`src/design/rpsd_pkg.sv`:
```
// Package: shared types, constants and command codes for the running stddev unit
`timescale 1ns / 1ps
package rpsd_pkg;
	localparam int POINTS_DEF = 4096;
	localparam int COUNT_BITS_DEF = 16;
	localparam int IDX_W = 12;
	localparam int SAMPLE_W = 32;
	localparam int MEAN_W = 48;
	localparam int SUM_W = 64;
	localparam int SD_W = 32;

	typedef enum logic [1:0] {
		CMD_UPDATE  = 2'd0,
		CMD_READ    = 2'd1,
		CMD_RESTART = 2'd2,
		CMD_NONE    = 2'd3
	} cmd_t;

	typedef enum logic [1:0] {
		ST_OK       = 2'd0,
		ST_TOO_FEW  = 2'd1,
		ST_SAT      = 2'd2,
		ST_RSVD     = 2'd3
	} status_t;

	typedef struct packed {
		logic [1:0]  command;
		logic [IDX_W-1:0] point_index;
		logic [SAMPLE_W-1:0] sample_value;
		logic        member_last;
	} in_item_t;

	typedef struct packed {
		logic [SD_W-1:0] std_dev;
		logic [IDX_W-1:0] result_index;
		logic [1:0]  status;
	} out_item_t;
endpackage

```
`src/design/rpsd_fifo.sv`:
```
// Two-entry queue between the front end and the compute engine
`timescale 1ns / 1ps
module rpsd_fifo (
	input  logic clk,
	input  logic arst_n,
	input  logic push,
	input  rpsd_pkg::in_item_t din,
	output logic full,
	input  logic pop,
	output logic empty,
	output rpsd_pkg::in_item_t dout
);
	import rpsd_pkg::*;
	in_item_t mem_q [2];
	logic wp_q, rp_q;
	logic [1:0] cnt_q;
	assign full = cnt_q == 2'd2;
	assign empty = cnt_q == 2'd0;
	assign dout = mem_q[rp_q];
	always_ff @(posedge clk) begin
		if (push) mem_q[wp_q] <= din;
	end
	always_ff @(posedge clk or negedge arst_n) begin
		if (!arst_n) begin
			wp_q <= 1'b0;
			rp_q <= 1'b0;
			cnt_q <= 2'd0;
		end else begin
			if (push) wp_q <= ~wp_q;
			if (pop) rp_q <= ~rp_q;
			cnt_q <= cnt_q + 2'(push) - 2'(pop);
		end
	end
endmodule

```
`config.mk`:
```
export PLATFORM = sky130hd
export DESIGN_NAME = rpsd_fifo
export DESIGN_NICKNAME = d
export VERILOG_FILES = /design/src/design/rpsd_pkg.sv /design/src/design/rpsd_fifo.sv
export SDC_FILE = /design/constraint.sdc
export NUM_CORES = 1
export LEC_CHECK = 0
export ABC_CLOCK_PERIOD_IN_PS = 4900
export BUFFER_PORTS_ARGS = -buffer_cell sky130_fd_sc_hd__buf_2
export CAP_MARGIN = 20
export CORE_MARGIN = 3
export CORE_UTILIZATION = 56
export DETAILED_ROUTE_END_ITERATION = 8
export PLACE_DENSITY = 0.84
export SLEW_MARGIN = 20
export SYNTH_ARGS = -nofsm -noshare
export SYNTH_HDL_FRONTEND = slang
export SYNTH_SLANG_ARGS = --single-unit
```
`constraint.sdc`:
```
create_clock -name clk -period 4.9 [get_ports clk]
set_input_delay 0.49 -clock clk [delete_from_list [all_inputs] [get_ports clk]]
set_output_delay 0.49 -clock clk [all_outputs]
set_load 0.02 [all_outputs]
```
==> run metrics <==
TritonCTS sink count between 90 and 100; initial cell density of the core approximately three fifths; static leakage roughly 1.8 nW; Cell Rows 28; Finish-stage setup viols 0; remaining design rule violation count 0; peak supply drop roughly 0.42 mV; Diodes inserted 0; share of the synthesized netlist area taken by xor and xnor gates under 10%; IO Pins 100; crit-path max FO 29; Setup Skew a little over 6 ps; Net count, final ~320; Congestion Overflow GR 0; count of port buffers added during placement 99; area of the die between 7000 and 8000 µm²; die boundary width between 80 and 90 µm; compound-cell area share of the yosys netlist 0%; number of instances in the synthesized netlist approximately 160; number of buffers created by CTS 9; Clock Tree Buf Depth 2; placeable core region around 6000 µm²; setup slack at placement 2593 ps; status complete, no violations; capturing element type of the critical path primary output; vias per cell 5.232; post-place instance area roughly 4200 µm²; Final Core Density a little over 70%; post-route ant nets 0; dominant combinational cell family by area after synthesis multiplexers; minimum clock period 2642 ps; vias in the first global route between 1500 and 2000; post-synthesis simple-gate area fraction 0.6141%; pin count of the biggest net entering global routing between 40 and 50; # fillers just under 400; number of pins exceeding their max-slew limit in the final report 0; first-pass iteration count of the detailed router 4; number of failing hold endpoints at the final stage 0; Total Wirelength between 5000 and 6000 µm; average instance area after synthesis 22.78 µm²; GP Congestion approximately 0.66; internal power contribution around 1.7 mW; antenna violations before repair 2; DR vias ~1800; number of maximum-capacitance violations 0; clock tree root driver cell clkbuf_8; Max Freq 378.5 MHz; clock-pin slew of the registers on the worst-case setup and hold paths ~90 ps; startpoint type of the worst setup path register; proportion of layout cells with a drive suffix above 1 between 60% and 70%; post-DP HPWL ~3900 µm; violation count after the first detailed-route iteration between 90 and 100; total of cells resized after clock tree synthesis 0; Synth Register Bits 98; vertical die dimension a little under 90 µm; global-route wire length before repair approximately 9200 µm; synthesized cell area 3667 µm²; Pwr Density between 500 and 600 nW/µm²; average wire per standard cell 16.84 µm; syn nets between 200 and 250; worst path required time roughly 4400 ps; TritonCTS clock tree built; unrepaired setup endpoints after global routing no; sequential share of power ~47%; multiplexer area fraction after synthesis approximately 16%; max_slew headroom between 50 and 60%; critical path class reg -> out; Yosys warning total 0; area grow syn2layout 21.22%; switching portion of total power about a third; adder-cell share of the synthesized area less than 1%; arrival time reported for the critical path endpoint 2150 ps; Tot GR Track Use between 10% and 20%; switching power of the nets around 820 µW; source-to-sink clock delay at the later pin of the worst-skew pair 340 ps; Yosys cell types 13; Clk network pwr share between 15 and 20%; worst min-delay path class in -> reg; H-Tree Depth 3; period utilisation layout approximately 54%; Design Area, Final approximately 4400 µm²; final worst-path setup slack about 2300 ps; sequential cell area fraction in the yosys report 79.70%; proportion of power drawn by combinational gates around a third; Worst-Margin Slew between 600 and 700 ps; Total Negative Setup Slacks 0 ps
[synth_stat cells]
cell,n,area (µm²)
and2_1,1,6.260
buf_2,2,10.01
buf_6,3,33.78
dfrtp_1,4,100.1
edfxtp_1,94,2823
ha_1,2,25.02
inv_1,2,7.510
mux2_2,27,304.0
mux2_4,20,300.3
nor2_1,1,3.750
nor2b_1,2,12.51
xor2_1,2,17.52
xor3_1,1,23.77
[sequential cells by signal, indices dropped and copies added, names as in the netlist]
name	count
wp_q	1
rp_q	1
cnt_q	2
mem_q	94
[metal layers]
layer | wire length, µm | vias to the layer above | track usage (%)
met5 | 21 | - | 0
met3 | 469 | 10 | 7.190
met4 | 57 | 4 | 5.524
met1 | 2282 | 901 | 19.48
li1 | - | 849 | -
met2 | 3048 | 62 | 27.95
[per-stage QoR]
stage | hold slack [ps] | total power [mW] | cells
final | 321.0 | 2.571 | 349
after global routing | 290.4 | 2.701 | 349
after CTS | 306.6 | 2.599 | 349
after detailed placement | 312.7 | 2.099 | 332
after global placement | 305.0 | 2.078 | 332
after floorplan | 194.4 | 1.854 | 161
[power by group through the flow]
stage | clock network, mW | logic [mW] | registers (mW)
floorplan | 0 | 0.682 | 1.17
detailed placement | 0 | 0.877 | 1.22
CTS | 0.516 | 0.879 | 1.20
global route | 0.560 | 0.922 | 1.22
global placement | 0 | 0.867 | 1.21
finish | 0.507 | 0.864 | 1.20
[cells in the final DEF (no fill, tap or decap)]
| cell | instances |
|---|---|
| and2_4 | 1 |
| buf_2 | 99 |
| buf_4 | 2 |
| bufinv_16 | 1 |
| clkbuf_1 | 2 |
| clkbuf_8 | 10 |
| clkinv_2 | 1 |
| clkinv_4 | 1 |
| clkinvlp_4 | 1 |
| dfrtp_1 | 3 |
| dfrtp_2 | 1 |
| dlygate4sd3_1 | 1 |
| edfxtp_1 | 94 |
| ha_1 | 2 |
| inv_1 | 2 |
| mux2_2 | 27 |
| mux2_4 | 20 |
| nor2_1 | 1 |
| nor2b_1 | 1 |
| nor2b_4 | 1 |
| xor2_1 | 2 |
| xor3_1 | 1 |
[area by class of cell]
cell class | instances | area [µm²] | share of cell area [%]
timing repair buffer | 102 | 520.5 | 11.71
multi-input combinational | 56 | 703.2 | 15.82
clock buffer | 12 | 145.1 | 3.265
clock inverter | 4 | 51.30 | 1.154
tap | 75 | 93.84 | 2.111
inverter | 2 | 7.507 | 0.1689
sequential | 98 | 2924 | 65.78
[worst paths after layout]
path                                  startpoint                     end  slack, ps  depth (start not counted)
worst min-delay path                     din[45]  mem_q[0][45]$_DFFE_PP_        320                          1
worst max-delay path            rp_q$_DFFE_PN0P_                 dout[6]       2260                          3
worst min register to register  wp_q$_DFFE_PN0P_        wp_q$_DFFE_PN0P_        580                          1
min in group asynchronous                 arst_n        wp_q$_DFFE_PN0P_        470                          2
worst max register to register  rp_q$_DFFE_PN0P_        rp_q$_DFFE_PN0P_       3410                          2
max in group asynchronous                 arst_n        rp_q$_DFFE_PN0P_       4290                          2
[logic make-up after synthesis]
kind of cell	count (synthesis)
flip-flops	98
multiplexers	47
buffers and inverters	7
AND/OR/NAND/NOR	4
XOR/XNOR	3
adder cells (fa/ha/maj)	2
[repair_timing]
| action | 4_1_cts | 5_1_grt |
|---|---|---|
| endpoints found under the setup margin | 0 | 0 |
| hold buffers | 1 | 0 |
| hold endpoints to repair | 4 | 0 |
| buffers inserted | 0 | 0 |
[worst max-delay path: stages (launching register included)]
cell and delay [ps]:
dfrtp_2 740, buf_4 490, mux2_2 400, buf_2 160
(Power assumes the default switching activity.)
