--- config.mk ---
export PLATFORM = sky130hd
export DESIGN_NAME = rpsd_front_flat
export DESIGN_NICKNAME = d
export VERILOG_FILES = /design/src/design/rpsd_pkg.sv /design/src/design/rpsd_if.sv /design/src/design/rpsd_front.sv /design/src/flat_wrapper.sv
export SDC_FILE = /design/constraint.sdc
export NUM_CORES = 1
export LEC_CHECK = 0
export ABC_AREA = 0
export BUFFER_PORTS_ARGS = -buffer_cell sky130_fd_sc_hd__buf_4
export CAP_MARGIN = 20
export CORE_MARGIN = 2
export CORE_UTILIZATION = 35
export CTS_BUF_LIST = sky130_fd_sc_hd__clkbuf_4 sky130_fd_sc_hd__clkbuf_8 sky130_fd_sc_hd__clkbuf_16
export DETAILED_ROUTE_END_ITERATION = 10
export GPL_TIMING_DRIVEN = 0
export PLACE_DENSITY = 0.77
export SYNTH_ARGS = -nofsm -noshare
export SYNTH_HDL_FRONTEND = slang
export SYNTH_SLANG_ARGS = --single-unit
export TNS_END_PERCENT = 20
--- constraint.sdc ---
create_clock -name clk -period 1.8 [get_ports clk]
set_input_delay 0.36 -clock clk [delete_from_list [all_inputs] [get_ports clk]]
set_output_delay 0.36 -clock clk [all_outputs]
set_load 0.005 [all_outputs]
--- src/design/rpsd_pkg.sv ---
// Package: shared types, constants and command codes for the running stddev unit
`timescale 1ns / 1ps
package rpsd_pkg;
	localparam int POINTS_DEF = 4096;
	localparam int COUNT_BITS_DEF = 16;
	localparam int IDX_W = 12;
	localparam int SAMPLE_W = 32;
	localparam int MEAN_W = 48;
	localparam int SUM_W = 64;
	localparam int SD_W = 32;

	typedef enum logic [1:0] {
		CMD_UPDATE  = 2'd0,
		CMD_READ    = 2'd1,
		CMD_RESTART = 2'd2,
		CMD_NONE    = 2'd3
	} cmd_t;

	typedef enum logic [1:0] {
		ST_OK       = 2'd0,
		ST_TOO_FEW  = 2'd1,
		ST_SAT      = 2'd2,
		ST_RSVD     = 2'd3
	} status_t;

	typedef struct packed {
		logic [1:0]  command;
		logic [IDX_W-1:0] point_index;
		logic [SAMPLE_W-1:0] sample_value;
		logic        member_last;
	} in_item_t;

	typedef struct packed {
		logic [SD_W-1:0] std_dev;
		logic [IDX_W-1:0] result_index;
		logic [1:0]  status;
	} out_item_t;
endpackage

--- src/design/rpsd_if.sv ---
// Interfaces: valid/ready channels for input items and result items
`timescale 1ns / 1ps
interface rpsd_in_if;
	logic valid;
	logic ready;
	logic [1:0] command;
	logic [11:0] point_index;
	logic signed [31:0] sample_value;
	logic member_last;
	modport source (output valid, command, point_index, sample_value, member_last,
		input ready);
	modport sink (input valid, command, point_index, sample_value, member_last,
		output ready);
endinterface


--- src/design/rpsd_front.sv ---
// Front end: accepts items, drops unused commands, tracks member count
`timescale 1ns / 1ps
module rpsd_front #(
	parameter int COUNT_BITS = rpsd_pkg::COUNT_BITS_DEF
) (
	input  logic clk,
	input  logic arst_n,
	rpsd_in_if.sink in_ch,
	input  logic q_full,
	output logic q_push,
	output rpsd_pkg::in_item_t q_din,
	output logic [COUNT_BITS:0] q_n
);
	import rpsd_pkg::*;
	// count travels with each item: n = members done before it (+1 applied in back)
	logic [COUNT_BITS-1:0] count_q;
	logic acc;
	assign in_ch.ready = !q_full;
	assign acc = in_ch.valid && in_ch.ready;
	assign q_din = '{command: in_ch.command, point_index: in_ch.point_index,
		sample_value: in_ch.sample_value, member_last: in_ch.member_last};
	assign q_push = acc && (in_ch.command == CMD_UPDATE || in_ch.command == CMD_READ);
	assign q_n = {1'b0, count_q};
	always_ff @(posedge clk or negedge arst_n) begin
		if (!arst_n) begin
			count_q <= '0;
		end else if (acc) begin
			if (in_ch.command == CMD_RESTART) count_q <= '0;
			else if (in_ch.command == CMD_UPDATE && in_ch.member_last && !(&count_q))
				count_q <= count_q + 1'b1;
		end
	end
endmodule

--- src/flat_wrapper.sv ---
// flat-port wrapper written by rule: the top's interface ports become plain ports
module rpsd_front_flat import rpsd_pkg::*;
#(
	parameter int COUNT_BITS = rpsd_pkg::COUNT_BITS_DEF
)
  (clk, arst_n, q_full, q_push, q_din, q_n, in_ch_valid, in_ch_command, in_ch_point_index, in_ch_sample_value, in_ch_member_last, in_ch_ready);
  rpsd_in_if in_ch_i ();
  input  logic clk;
  input  logic arst_n;
  input  logic q_full;
  output logic q_push;
  output rpsd_pkg::in_item_t q_din;
  output logic [COUNT_BITS:0] q_n;
  input wire logic [$bits(in_ch_i.valid)-1:0] in_ch_valid;
  input wire logic [$bits(in_ch_i.command)-1:0] in_ch_command;
  input wire logic [$bits(in_ch_i.point_index)-1:0] in_ch_point_index;
  input wire logic [$bits(in_ch_i.sample_value)-1:0] in_ch_sample_value;
  input wire logic [$bits(in_ch_i.member_last)-1:0] in_ch_member_last;
  output wire logic [$bits(in_ch_i.ready)-1:0] in_ch_ready;
  assign in_ch_i.valid = in_ch_valid;
  assign in_ch_i.command = in_ch_command;
  assign in_ch_i.point_index = in_ch_point_index;
  assign in_ch_i.sample_value = in_ch_sample_value;
  assign in_ch_i.member_last = in_ch_member_last;
  assign in_ch_ready = in_ch_i.ready;
  rpsd_front #(.COUNT_BITS(COUNT_BITS)) u_core (.clk(clk), .arst_n(arst_n), .in_ch(in_ch_i), .q_full(q_full), .q_push(q_push), .q_din(q_din), .q_n(q_n));
endmodule
==> metrics.md, run 1 <==
| Metric | Value |
|---|---|
| Status | complete, no violations |
| # nets final | 298 |
| Most used DFF post-synth | dfrtp_1 |
| GRT Total Usage | 0.152 |
| Number of core rows | 22 |
| CTS Buf Count | 3 |
| Die Ht | 67.0 um |
| Area of the die | 4490 um2 |
| Min Tclk post-route | 1.74 ns |
| DRT Wirelength | 3960 um |
| Clk buf depth | 2 |
| Total congestion overflow | 0 |
| Peak supply drop | 0.000231 V |
| Yosys top cell by area | dfrtp_1 |
| Final worst-path cycle share | 0.964 |
| Layout area overhead | 56.4% |
| Initial Util | 0.371 |
| Placed cell count | 276 |
| Reg-to-reg setup timing slack | 0.06 ns |
| Largest registers | u_core.count_q x16 |
| Post-synth top area share | 0.288 |
| Syn Nets | 209 |
| 1st-pass router iterations | 4 |
| DP Wirelength | 2750 um |
| GP Congestion | 0.820 |
| # port buffers | 71 |
| Clock skew | 0.00676 ns |
| Post-synth ARST share | 1.00 |
| Seq/Total Area, Yosys | 0.288 |
| Root Buffer | clkbuf_8 |
| DRC viols | 0 |
| CP endpoint kind | register |
| Fmax | 576 MHz |
| Max FFs per register | 16 |
| Gate Count Post-Synth | 157 |
| # setup viols final | 0 |
| H-tree depth | 1 |
| Largest net degree at the start of global routing | 17 |
| CTS sink cnt | 16 |
| Reg clk slew, reported paths | 0.07 ns |
| CP Data Arrival Time | 1.87 ns |
| CP max FO | 6 |
| Vias per cell | 5.15 |
| Flops & latches, synth | 16 |
| Layout Cells excl Fill | 292 |
| Worst setup SP type | register |
| I/O pins | 117 |
| # diodes | 0 |
| Hold crit path type | in -> async |
| Post-Syn Area | 1390 um2 |
| Critical path class | reg -> reg |
| Vias in the first global route | 1128 |
| First-pass GRT wire length | 5230 um |
| Synth top area cells | dfrtp_1 (29%), buf_4 (26%), nand3_1 (4.7%) |
| Pwr Density | 435 nW/um2 |
| Count of pins over their slew limit | 0 |
| Most common cell in the netlist | buf_4 |
| Layout cell share with drive strength beyond 1 | 0.656 |
| Chip width | 67.0 um |
| Placeable Area | 3740 um2 |
| Worst Path Required | 1.94 ns |
| Routed Antenna Nets | 0 |
| Mean routed wirelength per cell | 13.6 um |
| Filler cells | 368 |
| Post-synth EDFFs | 0 |
| Yosys Warn Count | 0 |
| Fin. Hold Viols | 0 |
| Synth top cells by count | buf_4 (48), dfrtp_1 (16), nand3_1 (13) |
| Initial DRC count | 43 |
| Initial antenna violation count | 0 |
| Cell leakage power | 0.00107 uW |
| TritonCTS clock tree | done |
| Netlist cell types | 45 |
| Most flops, register | u_core.count_q |
| Final core utilization | 0.580 |
| Fin Setup TNS | 0 ns |
| Via count | 1504 |
| Max-cap violation count | 0 |
| Avg Cell Area, Syn | 8.85 um2 |
| Worst-skew pair later-pin latency | 0.26 ns |
==> metrics by stage <==
step | hold WS (ns) | power [uW] | setup slack (ns) | cell area, um2
global route | 0.517 | 982 | -0.0192 | 2170
floorplan | 0.0644 | 515 | 0.000958 | 1390
detailed placement | 0.232 | 648 | -0.181 | 1980
CTS | 0.500 | 918 | 0.00497 | 2070
global placement | 0.231 | 643 | -0.185 | 1980
finish | 0.488 | 946 | 0.0642 | 2170
==> cells by family after synthesis <==
kind of cell             Yosys count  synth area share
AO/OA/AOI/OAI                     27             0.169
AND/OR/NAND/NOR                   52             0.216
adder cells (fa/ha/maj)            1           0.00901
multiplexers                       2            0.0153
other                              1           0.00270
buffers and inverters             58             0.299
flip-flops                        16             0.288
==> layout by cell type (no fill, tap or decap), types with 2 or more instances in the layout <==
cell and count:
o21ai_0 2, dfrtp_2 11, a21oi_1 2, clkbuf_8 4, a221o_1 2, clkbuf_1 2, nand2_1 10, nand3_1 13
buf_4 130, a31oi_1 4, o211ai_1 2, o21a_1 2, nor4_1 4, nor3_1 5, nand4_1 3, nor2_1 5
inv_1 5, dfrtp_1 5
==> metal layers <==
metal / part of all wire / GRT usage / vias to the layer above
met3: 0.098 / 0.0287 / 7
li1: - / - / 701
met1: 0.37 / 0.204 / 709
met4: 0.014 / 0.0485 / 0
met2: 0.51 / 0.243 / 87
met5: 0 / 0 / -
==> timing repair <==
item | CTS | global route
endpoints found under the setup margin | 15 | 15
setup buffers | 2 | 9
endpoints found under the hold margin | 16 | 0
hold buffers | 1 | 0
cloned | 0 | 1
pin swaps | 1 | 4
gates resized for setup | 4 | 15
==> layout make-up <==
type / count / area (um2) / share of cell area
tap: 48 / 60.1 / 0.0276
sequential: 16 / 414 / 0.191
multi-input combinational: 83 / 609 / 0.281
buffer: 53 / 398 / 0.183
clock buffer: 3 / 41.3 / 0.0190
timing repair buffer: 84 / 631 / 0.290
inverter: 5 / 18.8 / 0.00864
==> critical path: stages, from the launching register on <==
cell,delay (ns)
dfrtp_2,0.43
ha_4,0.17
nand3_4,0.12
o41ai_4,0.41
buf_6,0.18
nor4_1,0.05
a221o_1,0.26
==> path summary, 6_finish.rpt <==
kind / from / cells after the start / to
worst max-delay path: u_core.count_q[0] / 6 / u_core.count_q[9]
worst min-delay path: arst_n / 2 / u_core.count_q[1]
worst max register to register: u_core.count_q[0] / 6 / u_core.count_q[9]
worst min register to register: u_core.count_q[14] / 1 / u_core.count_q[14]
max in group asynchronous: arst_n / 2 / u_core.count_q[4]
min in group clk: in_ch_command[1] / 3 / u_core.count_q[3]
==> report_power, final <==
part	internal, uW	total, uW	switching [uW]
clock network	149	279	130
logic	184	277	93.0
registers	371	390	19.3
No activity file was read; power rests on OpenSTA's default activity.
==> run 2: changes to the inputs <==
--- a/config.mk
+++ b/config.mk
@@ -14,6 +14,7 @@
 export DETAILED_ROUTE_END_ITERATION = 10
 export GPL_TIMING_DRIVEN = 0
 export PLACE_DENSITY = 0.77
+export RECOVER_POWER = 100
 export SYNTH_ARGS = -nofsm -noshare
 export SYNTH_HDL_FRONTEND = slang
 export SYNTH_SLANG_ARGS = --single-unit
==> run 2 against run 1 <==
- die area is the same
- combinational power decreased by 4%
- global-route usage is the same
- power shrank 1.1%
- register-to-register slack hardly changed
- wire length down 0.53%
- via count fell by 0.60%
- fmax shrank 0.13%
- sequential power barely moved
- worst setup slack got worse by 0.0023 ns
- critical path type unchanged
- largest cell class unchanged
- largest power group unchanged
==> metrics.md, run 2 (synthesis results as in run 1) <==
| Metric | Value |
|---|---|
| GRT Total Usage | 0.152 |
| Worst setup SP type | register |
| Max FFs per register | 16 |
| Placeable Area | 3740 um2 |
| Filler cells | 374 |
| Most frequent cells in the layout | buf_4 (79), clkbuf_4 (47), nand3_1 (13) |
| Reg-to-Reg End | u_core.count_q[9] |
| Slew @ Worst Pin | 0.889 ns |
| First-pass GRT wire length | 5230 um |
| Worst Path Required | 1.94 ns |
| Largest net degree at the start of global routing | 17 |
| GP Congestion | 0.820 |
| DRT Wirelength | 3940 um |
| Pre-CTS WS | -0.181 ns |
| Reg-to-reg setup timing slack | 0.06 ns |
| Reg2Reg Depth | 6 |
| # diodes | 0 |
| Slew HR | 0.407 |
| Layout cell share with drive strength beyond 1 | 0.639 |
| Number of core rows | 22 |
| DP Wirelength | 2750 um |
| Initial Util | 0.371 |
| Status | complete, no violations |
| CP max FO | 6 |
| Most common cell after layout, fill and taps aside | buf_4 |
| Initial DRC count | 36 |
| CTS Buf Count | 3 |
| # port buffers | 71 |
| Clock skew | 0.00682 ns |
| Max-cap violation count | 0 |
| Hold crit path type | reg -> reg |
| Hold Path Sink | u_core.count_q[14] |
| CP max-delay cell | dfrtp_2 |
| DRC viols | 0 |
| # setup viols final | 0 |
| Mean routed wirelength per cell | 13.5 um |
| Root Buffer | clkbuf_8 |
| CP Data Arrival Time | 1.88 ns |
| Layout area overhead | 55.3% |
| Min Tclk post-route | 1.74 ns |
| Vias in the first global route | 1128 |
| Fmax | 575 MHz |
| Largest registers | u_core.count_q x16 |
| Setup WS post-layout | 0.0619 ns |
| I/O pins | 117 |
| Via count | 1495 |
| Most flops, register | u_core.count_q |
| # nets final | 298 |
| Pwr Density | 434 nW/um2 |
| Routed Antenna Nets | 0 |
| CP endpoint kind | register |
| H-tree depth | 1 |
| Vias per cell | 5.12 |
| Hold Path Depth | 1 |
| Final worst-path cycle share | 0.966 |
| Layout Cells excl Fill | 292 |
| Initial antenna violation count | 0 |
| CTS sink cnt | 16 |
| Placed cell count | 276 |
| TritonCTS clock tree | done |
| CP Cell Sequence | ha_4, nand3_4, o41ai_4, buf_6, nor4_1, a221o_1 |
| CP max stage delay | 0.43 ns |
| Worst-skew pair later-pin latency | 0.26 ns |
| Area of the die | 4490 um2 |
| Final Instance Area | 2160 um2 |
| Die Ht | 67.0 um |
| Total congestion overflow | 0 |
| Chip width | 67.0 um |
| Post-detailed-placement cell area | 1980 um2 |
| Peak supply drop | 0.000229 V |
| Critical path class | reg -> reg |
| Fin. Hold Viols | 0 |
| Reg clk slew, reported paths | 0.07 ns |
| Hold Crit Start | u_core.count_q[14] |
| 1st-pass router iterations | 4 |
| Count of pins over their slew limit | 0 |
| R2r startpoint | u_core.count_q[0] |
| Clk buf depth | 2 |
| Cell leakage power | 0.00105 uW |
[run 2: layer usage]
layer	up-vias	part of all wire	GRT usage
met5	-	0	0
met4	0	0.014	0.0485
met3	7	0.095	0.0287
met2	89	0.52	0.243
met1	700	0.37	0.204
li1	699	-	-
[run 2: where the power goes]
part	total (uW)	internal, uW	switching, uW
sequential	390	371	19.3
clock	279	149	130
combinational	266	175	91.3
total	935	695	241
[run 2: cell type report]
type                       count  area (um2)  share of cell area
tap                           48        60.1              0.0278
inverter                       5        18.8             0.00870
multi-input combinational     83         609               0.282
timing repair buffer          84         616               0.285
clock buffer                   3        41.3              0.0191
buffer                        53         398               0.184
sequential                    16         414               0.192
[run 2: how the worst max path moves through the flow]
stage,startpoint,to,slack [ns]
after floorplan,u_core.count_q[0],u_core.count_q[9],0.001
after global placement,u_core.count_q[0],u_core.count_q[9],-0.18
after detailed placement,u_core.count_q[0],u_core.count_q[9],-0.18
after CTS,u_core.count_q[0],u_core.count_q[7],0.005
after global routing,u_core.count_q[10],u_core.count_q[12],-0.02
final,u_core.count_q[0],u_core.count_q[9],0.06
[run 2: repair_timing]
item / 4_1_cts / 5_1_grt
gates resized for setup: 4 / 15
hold buffers: 1 / 0
cloned: 0 / 1
endpoints found under the setup margin: 15 / 15
setup buffers: 2 / 9
endpoints found under the hold margin: 16 / 0
pin swaps: 1 / 4
[run 2: worst max-delay path: cells and delay by family, from the launching register on]
family | cells | cell delay (ns)
AND/OR/NAND/NOR | 2 | 0.17
AO/OA/AOI/OAI | 2 | 0.67
buffers and inverters | 1 | 0.18
flip-flops | 1 | 0.43
adder cells (fa/ha/maj) | 1 | 0.17
[run 2: stage by stage]
| stage | hold slack (ns) | util | TNS [ns] | power [uW] |
|---|---|---|---|---|
| floorplan | 0.0644 | - | 0 | 515 |
| global placement | 0.231 | 0.529 | -1.04 | 643 |
| global route | 0.575 | 0.576 | -0.0562 | 973 |
| detailed placement | 0.232 | 0.529 | -0.974 | 648 |
| CTS | 0.500 | 0.553 | 0 | 918 |
| finish | 0.547 | 0.576 | 0 | 935 |
